--- src/daisy_chain_pec_checker_top_defines.svh ---
// -----------------------------------------------------------------------------
// Daisy-chain PEC checker assertion macros
// Assertion wrappers shared by the checker RTL; empty when SYNTHESIS is set.
// -----------------------------------------------------------------------------
`ifndef DAISY_CHAIN_PEC_CHECKER_TOP_DEFINES_SVH
`define DAISY_CHAIN_PEC_CHECKER_TOP_DEFINES_SVH

`ifndef SYNTHESIS
// Same-cycle implication, disabled during reset
`define DCPC_ASSERT_SAME(lbl, clk, rst, ante, cons) \
   lbl: assert property (@(posedge clk) disable iff (rst) (ante) |-> (cons)) \
      else $error("dcpc assertion failed");
// Next-cycle implication, disabled during reset
`define DCPC_ASSERT_NEXT(lbl, clk, rst, ante, cons) \
   lbl: assert property (@(posedge clk) disable iff (rst) (ante) |=> (cons)) \
      else $error("dcpc assertion failed");
`else
`define DCPC_ASSERT_SAME(lbl, clk, rst, ante, cons)
`define DCPC_ASSERT_NEXT(lbl, clk, rst, ante, cons)
`endif

`endif

--- src/dcpc_pkg.sv ---
// -----------------------------------------------------------------------------
// Daisy-chain PEC checker package
// Shared widths, CRC constants and register indexes.
// -----------------------------------------------------------------------------
package dcpc_pkg;

   // CRC-8, polynomial x^8 + x^2 + x + 1, no reflection, no final xor
   localparam logic [7:0] CrcStart = 8'h41;
   localparam logic [7:0] CrcPoly  = 8'h07;

   // Device chain limits
   localparam int MaxDevices = 16;
   localparam int MaskWidth  = 16;

   // Stream payload widths
   localparam int ReqDataWidth = 8;
   localparam int RspDataWidth = 40;

   // Configuration port
   localparam int CsrIndexWidth = 2;
   localparam int CsrDataWidth  = 6;
   localparam logic [CsrIndexWidth-1:0] RegDeviceCount    = 2'd0;
   localparam logic [CsrIndexWidth-1:0] RegBytesPerDevice = 2'd1;

   // Register reset values
   localparam logic [4:0] DeviceCountReset    = 5'd1;
   localparam logic [5:0] BytesPerDeviceReset = 6'd18;

   typedef logic [7:0] crc_type;

endpackage

--- src/dcpc_crc8.sv ---
// -----------------------------------------------------------------------------
// Daisy-chain PEC checker CRC-8 byte update
// Advances a CRC-8 register by one data byte, MSB first.
// -----------------------------------------------------------------------------
module dcpc_crc8 (
   input  dcpc_pkg::crc_type crc_in,
   input  logic [7:0]        data_in,
   output dcpc_pkg::crc_type crc_out
);
   import dcpc_pkg::*;

   // Eight shift steps of the bitwise CRC, one per data bit
   always_comb begin
      crc_type c;
      c = crc_in ^ data_in;
      for (int k = 0; k < 8; k++) begin
         if (c[7]) begin
            c = {c[6:0], 1'b0} ^ CrcPoly;
         end else begin
            c = {c[6:0], 1'b0};
         end
      end
      crc_out = c;
   end

endmodule

--- src/daisy_chain_pec_checker_top.sv ---
// -----------------------------------------------------------------------------
// Daisy-chain PEC checker
// Tracks segment and device position in a daisy-chained response, runs a
// CRC-8 over each segment's data bytes and reports every check byte.
//
// Channel   Dir  Transfer per            Payload
// req_      in   received byte           tdata = rx_byte, tuser = frame_start
// rsp_      out  check byte              tdata = device/PEC/mask, tlast = last
// csr_      in   register write          index, data
//
// One byte is taken per cycle. A check byte's result appears in the output
// register on the cycle after its transfer; data bytes give no result.
// The CRC byte update plus position compare form one combinational path.
// A held output only stalls req_ while a result is waiting and not taken.
// Sync active-high reset clears positions and mask, presets CRC and registers.
// -----------------------------------------------------------------------------
`include "daisy_chain_pec_checker_top_defines.svh"

module daisy_chain_pec_checker_top (
   input  logic                                   clock,
   input  logic                                   reset,
   // Byte input
   input  logic                                   req_tvalid,
   output logic                                   req_tready,
   input  logic [dcpc_pkg::ReqDataWidth-1:0]      req_tdata,  // [7:0] rx_byte
   input  logic                                   req_tuser,  // [0] frame_start
   // Check result output
   output logic                                   rsp_tvalid,
   input  logic                                   rsp_tready,
   // [3:0] device_index, [4] pec_ok, [12:5] received_pec,
   // [20:13] computed_pec, [36:21] mismatch_mask, [39:37] zero
   output logic [dcpc_pkg::RspDataWidth-1:0]      rsp_tdata,
   output logic                                   rsp_tlast,  // last_device
   // Register writes
   input  logic                                   csr_valid,
   output logic                                   csr_ready,
   input  logic [dcpc_pkg::CsrIndexWidth-1:0]     csr_index,
   input  logic [dcpc_pkg::CsrDataWidth-1:0]      csr_data
);
   import dcpc_pkg::*;

   // Registers
   logic [4:0]           dev_count_ff;
   logic [5:0]           bytes_per_dev_ff;
   crc_type              crc_ff, crc_in;
   logic [5:0]           byte_pos_ff, byte_pos_in;
   logic [3:0]           dev_pos_ff, dev_pos_in;
   logic [MaskWidth-1:0] mask_ff, mask_in;
   logic                 rsp_valid_ff, rsp_valid_in;
   logic [RspDataWidth-1:0] rsp_data_ff;
   logic                 rsp_last_ff;

   // Working values
   logic                 req_xfer;
   logic                 csr_xfer;
   logic                 rx_start;
   logic [7:0]           rx_byte;
   crc_type              crc_base, crc_next;
   logic [5:0]           byte_pos_base;
   logic [3:0]           dev_pos_base;
   logic [MaskWidth-1:0] mask_base, mask_new, dev_bit;
   logic                 is_data;
   logic                 pec_ok;
   logic                 last_dev;
   logic [4:0]           eff_devices;

   assign req_xfer  = req_tvalid & req_tready;
   assign csr_xfer  = csr_valid & csr_ready;
   assign csr_ready = 1'b1;
   assign rx_byte   = req_tdata[7:0];
   assign rx_start  = req_tuser;

   // Frame start restarts the state before the byte is handled
   assign crc_base      = rx_start ? CrcStart : crc_ff;
   assign byte_pos_base = rx_start ? 6'd0 : byte_pos_ff;
   assign dev_pos_base  = rx_start ? 4'd0 : dev_pos_ff;
   assign mask_base     = rx_start ? '0 : mask_ff;

   dcpc_crc8 u_crc8 (
      .crc_in  (crc_base),
      .data_in (rx_byte),
      .crc_out (crc_next)
   );

   // Devices per frame: zero counts as one, clamped to the chain limit
   always_comb begin
      if (dev_count_ff == 5'd0) begin
         eff_devices = 5'd1;
      end else if (32'(dev_count_ff) > MaxDevices) begin
         eff_devices = 5'(MaxDevices);
      end else begin
         eff_devices = dev_count_ff;
      end
   end

   // Byte classification and check result
   assign is_data  = byte_pos_base < bytes_per_dev_ff;
   assign pec_ok   = rx_byte == crc_base;
   assign dev_bit  = MaskWidth'(1) << dev_pos_base;
   assign mask_new = pec_ok ? mask_base : (mask_base | dev_bit);
   assign last_dev = ({1'b0, dev_pos_base} + 5'd1) >= eff_devices;

   // Next segment state
   always_comb begin
      crc_in      = crc_ff;
      byte_pos_in = byte_pos_ff;
      dev_pos_in  = dev_pos_ff;
      mask_in     = mask_ff;
      if (req_xfer) begin
         if (is_data) begin
            crc_in      = crc_next;
            byte_pos_in = byte_pos_base + 6'd1;
            dev_pos_in  = dev_pos_base;
            mask_in     = mask_base;
         end else begin
            crc_in      = CrcStart;
            byte_pos_in = 6'd0;
            dev_pos_in  = last_dev ? 4'd0 : (dev_pos_base + 4'd1);
            mask_in     = last_dev ? '0 : mask_new;
         end
      end
   end

   // Output register: loads on a check byte, drains on a result transfer
   always_comb begin
      if (req_xfer && !is_data) begin
         rsp_valid_in = 1'b1;
      end else if (rsp_tready) begin
         rsp_valid_in = 1'b0;
      end else begin
         rsp_valid_in = rsp_valid_ff;
      end
   end

   assign req_tready = !rsp_valid_ff || rsp_tready;

   // Control state and configuration registers
   always_ff @(posedge clock) begin
      if (reset) begin
         dev_count_ff     <= DeviceCountReset;
         bytes_per_dev_ff <= BytesPerDeviceReset;
         crc_ff           <= CrcStart;
         byte_pos_ff      <= 6'd0;
         dev_pos_ff       <= 4'd0;
         mask_ff          <= '0;
         rsp_valid_ff     <= 1'b0;
      end else begin
         if (csr_xfer) begin
            unique case (csr_index)
               RegDeviceCount:    dev_count_ff     <= csr_data[4:0];
               RegBytesPerDevice: bytes_per_dev_ff <= csr_data;
               default: ;
            endcase
         end
         crc_ff       <= crc_in;
         byte_pos_ff  <= byte_pos_in;
         dev_pos_ff   <= dev_pos_in;
         mask_ff      <= mask_in;
         rsp_valid_ff <= rsp_valid_in;
      end
   end

   // Result payload
   always_ff @(posedge clock) begin
      if (req_xfer && !is_data) begin
         rsp_data_ff <= {3'b000, mask_new, crc_base, rx_byte, pec_ok, dev_pos_base};
         rsp_last_ff <= last_dev;
      end
   end

   assign rsp_tvalid = rsp_valid_ff;
   assign rsp_tdata  = rsp_data_ff;
   assign rsp_tlast  = rsp_last_ff;

   // Fields of the held result and frame-close conditions for the checks
   logic [3:0]           held_dev;
   logic                 held_ok;
   logic [7:0]           held_rx;
   logic [7:0]           held_crc;
   logic [MaskWidth-1:0] held_mask;
   logic                 check_last;
   logic                 frame_clear;

   assign held_dev    = rsp_data_ff[3:0];
   assign held_ok     = rsp_data_ff[4];
   assign held_rx     = rsp_data_ff[12:5];
   assign held_crc    = rsp_data_ff[20:13];
   assign held_mask   = rsp_data_ff[36:21];
   assign check_last  = req_xfer && !is_data && last_dev;
   assign frame_clear = (dev_pos_ff == 4'd0) && (mask_ff == '0) && (byte_pos_ff == 6'd0);

   // Checks
   `DCPC_ASSERT_SAME(a_ok_matches_pec, clock, reset, rsp_valid_ff, held_ok == (held_rx == held_crc))
   `DCPC_ASSERT_SAME(a_fail_sets_mask, clock, reset, rsp_valid_ff && !held_ok, held_mask[held_dev])
   `DCPC_ASSERT_NEXT(a_last_clears, clock, reset, check_last, frame_clear)

endmodule

--- config.mk ---
export PLATFORM = sky130hd
export DESIGN_NAME = daisy_chain_pec_checker_top
export DESIGN_NICKNAME = d
export VERILOG_FILES = /design/src/dcpc_pkg.sv /design/src/dcpc_crc8.sv /design/src/daisy_chain_pec_checker_top.sv
export VERILOG_INCLUDE_DIRS = /design/src /design/src/src
export SDC_FILE = /design/constraint.sdc
export NUM_CORES = 1
export LEC_CHECK = 0
export BUFFER_PORTS_ARGS = -buffer_cell sky130_fd_sc_hd__buf_2
export CAP_MARGIN = 20
export CORE_MARGIN = 2
export CORE_UTILIZATION = 50
export CTS_BUF_LIST = sky130_fd_sc_hd__clkbuf_4 sky130_fd_sc_hd__clkbuf_8 sky130_fd_sc_hd__clkbuf_16
export DETAILED_ROUTE_END_ITERATION = 12
export PLACE_DENSITY = 0.75
export SLEW_MARGIN = 20
export SYNTH_ARGS = -nofsm -noshare
export SYNTH_HDL_FRONTEND = slang
export SYNTH_SLANG_ARGS = --single-unit
--- constraint.sdc ---
create_clock -name clock -period 3.1 [get_ports clock]
set_input_delay 0.155 -clock clock [delete_from_list [all_inputs] [get_ports clock]]
set_output_delay 0.155 -clock clock [all_outputs]
set_load 0.02 [all_outputs]
==> flow_summary.json <==
{
  "status": "finished clean",
  "clkTransAtPathRegs_ns": 0.08,
  "p_per_area_nw_per_um2": 484.9,
  "globalplace.congestion": 0.8380,
  "cts_buffers": 9,
  "firstDrtPassIters": 5,
  "die-height_um": 94.27,
  "top_usage_layer": "met2",
  "clk_latency_ns": 0.36,
  "synthFlopType": "dfxtp_1",
  "portBuffers": 61,
  "final_net_count": 482,
  "r2r-end": "mask_ff[15]",
  "use_met1_pct": 25.75,
  "synth_xor_area_share_pct": 6.143,
  "synthTopCellsByCount": "dfxtp_1, nand2_1, edfxtp_1, nor2_1, ha_1",
  "register_area_um2": 2062,
  "critical_path.endpoint_type": "flip-flop",
  "cts_tree": "done",
  "wl_per_cell_um": 14.40,
  "path_max_fanout": 19,
  "synthSimpleGateAreaFrac_pct": 16.19,
  "required_ns": 3.38,
  "p_sw_share_pct": 24.31,
  "tightest_slew_ns": 0.8994,
  "setup_violations": 0,
  "grt_overflow": 0,
  "final.setup_skew_ns": 0.01469,
  "rsz0062_at_grt": "false",
  "hold_depth": 2,
  "synth.area.top_cells": "edfxtp_1, dfxtp_1, ha_1",
  "p_switching_uw": 550.8,
  "finalHoldViolCount": 0,
  "maxSlewHeadroom_pct": 39.91,
  "row_count": 32,
  "setup_slack_ns": 0.3261,
  "ir_worst_vdd_v": 0.0002342,
  "startpoint": "dev_pos_ff[1]",
  "syn_area_um2": 4074,
  "rr_startpoint": "dev_pos_ff[1]",
  "internal-power_uw": 1715,
  "p_leak_uw": 0.001853,
  "clockBufferDepth": 2,
  "fillCellCount": 674,
  "synth_area_leader_cell": "edfxtp_1",
  "core_area_um2": 7807,
  "timing.setup.tns_ns": 0,
  "yosys.area.top_type_share_pct": 28.01,
  "route.vias.total": 2904,
  "crit_type": "reg -> reg",
  "crit_arrival_ns": 3.06,
  "ios": 66,
  "place_ws_ns": 0.3041,
  "totalWireLength_mm": 7.879,
  "start_kind": "flip-flop",
  "yosysWarnings": 0,
  "synthCells": 378,
  "yosysUniqueCellTypes": 55,
  "syn_avg_cell_area_um2": 10.78,
  "p_comb_share_pct": 11.9,
  "die_w_um": 94.27,
  "met3_usage_pct": 3.612,
  "multi_input_comb_area_um2": 1838,
  "synth.most_common_cell": "dfxtp_1",
  "ys_seq_elements": 84,
  "drc": 0,
  "postCtsSetupRepairBufs": 0,
  "diodes": 0,
  "cts_root_buf": "clkbuf_8",
  "detail-route-antenna-nets": 0,
  "yosysSeqAreaShare_pct": 50.61,
  "max_freq_ghz": 0.3605,
  "hpwlAfterDp_mm": 5.337,
  "reg2reg_slack_ns": 0.33,
  "grt_pass1_wl_mm": 12.88,
  "dieArea_um2": 8886,
  "grtUsageMet2_pct": 29.40,
  "async_flop_share_pct": 0,
  "drive_gt1_share_pct": 23.15,
  "grt_max_degree": 47,
  "antenna_found_initial": 0,
  "grt_use_total_pct": 18.89,
  "maxSlewViolCount": 0,
  "cp-endpoint": "mask_ff[15]",
  "synth_compound_area_share_pct": 14.56,
  "period_needed_ns": 2.774,
  "grt_pass1_vias": 2704,
  "clkPwrFrac_pct": 35.2,
  "rr_worst_depth": 13,
  "stdcell_count": 547,
  "dp.cells": 527,
  "synth_top_family_by_area": "simple AND/OR/NAND/NOR gates",
  "finalCritPeriodShare_pct": 89.48,
  "hold_slack_ns": 0.01843,
  "cap_violations": 0,
  "yosys.area_share.adder_pct": 6.143,
  "vias_per_cell": 5.309,
  "syn_to_final_growth_pct": 14.68,
  "h-tree-depth": 3,
  "seqPwrFrac_pct": 52.8,
  "start_util_pct": 52.18,
  "synth_edf_count": 38,
  "synthMuxAreaShare_pct": 1.720,
  "clock_sinks": 84,
  "drt_iter0_drc": 196,
  "hp-class": "in -> reg"
}
-- layout by cell type, fill, tap and decap left out, types with 7 or more instances in the layout --
cell       count
o2bb2ai_1      7
edfxtp_1      38
nor2b_1       13
ha_1          20
a21oi_1       13
buf_2         61
inv_1         16
nor2_1        38
o2bb2ai_2      9
nand2_1       39
mux2i_1        7
xnor2_1       18
dfxtp_1       46
nand2b_1       7
nand3_1       14
xor2_1         8
a22oi_1       18
clkbuf_8       9
-- stage by stage --
step           cell area (µm²)  utilization, %  total power, µW
2_1_floorplan             4085               -             1430
3_3_place_gp              4431           56.75             1476
3_5_place_dp              4431           56.75             1485
4_1_cts                   4672           59.84             2276
5_1_grt                   4672           59.84             2364
6_report                  4672           59.84             2265
-- layout make-up --
class | count | area share [%]
Inverter | 16 | 1.285
Sequential cell | 84 | 44.14
Multi-Input combinational cell | 259 | 39.34
Clock inverter | 3 | 1.018
Timing Repair Buffer | 70 | 8.195
Tap cell | 102 | 2.732
Clock buffer | 13 | 3.294
-- how the worst min path moves through the flow --
stage | endpoint | startpoint | slack, ns
final | dev_count_ff[0] | csr_data[0] | 0.02
after CTS | dev_count_ff[0] | csr_data[0] | 0.007
after global placement | rsp_tdata[8] | req_tdata[3] | 0.36
after detailed placement | rsp_tdata[9] | req_tdata[4] | 0.36
after floorplan | rsp_tdata[10] | req_tdata[5] | 0.25
after global routing | rsp_tdata[10] | req_tdata[5] | 0.006
-- worst max-delay path, stage by stage, from the launching register on --
cell and delay (ns):
dfxtp_1 0.34, nand2_1 0.11, inv_1 0.08, ha_1 0.21, ha_1 0.27, inv_1 0.05
ha_1 0.30, a21oi_1 0.15, o21ai_0 0.10, or3_4 0.39, a211oi_4 0.15, buf_4 0.28
a22oi_1 0.13, nor2_1 0.13
-- routing by layer --
| metal | part of all wire [%] | routed length [µm] | vias up |
|---|---|---|---|
| li1 | - | - | 1450 |
| met4 | 1.7 | 134 | 0 |
| met2 | 47 | 3686 | 92 |
| met1 | 46 | 3656 | 1352 |
| met5 | 0 | 0 | - |
| met3 | 5.1 | 402 | 10 |
-- power by group through the flow --
stage	clock network (µW)	registers [µW]	logic, µW
6_report	798	1200	270
5_1_grt	864	1200	299
4_1_cts	810	1200	269
3_5_place_dp	0	1220	262
3_3_place_gp	0	1220	255
2_1_floorplan	0	1220	211
-- repair_timing --
item,CTS,global route
hold endpoints to repair,4,0
hold buffers,4,0
resized for setup,0,0
-- logic make-up after synthesis --
group           count (synthesis)
simple gates                  134
other cells                     2
fa+ha+maj                      20
flops                          84
buf+inv                        37
mux                             7
xor+xnor                       27
compound gates                 67
-- sequential cells by signal, summed over array words and instances (netlist names) --
signal / flops
rsp_tdata: 37
dev_pos_ff: 4
byte_pos_ff: 6
bytes_per_dev_ff: 6
crc_ff: 8
rsp_tlast: 1
mask_ff: 16
dev_count_ff: 5
rsp_tvalid: 1
Power figures use the tool's default switching activity.
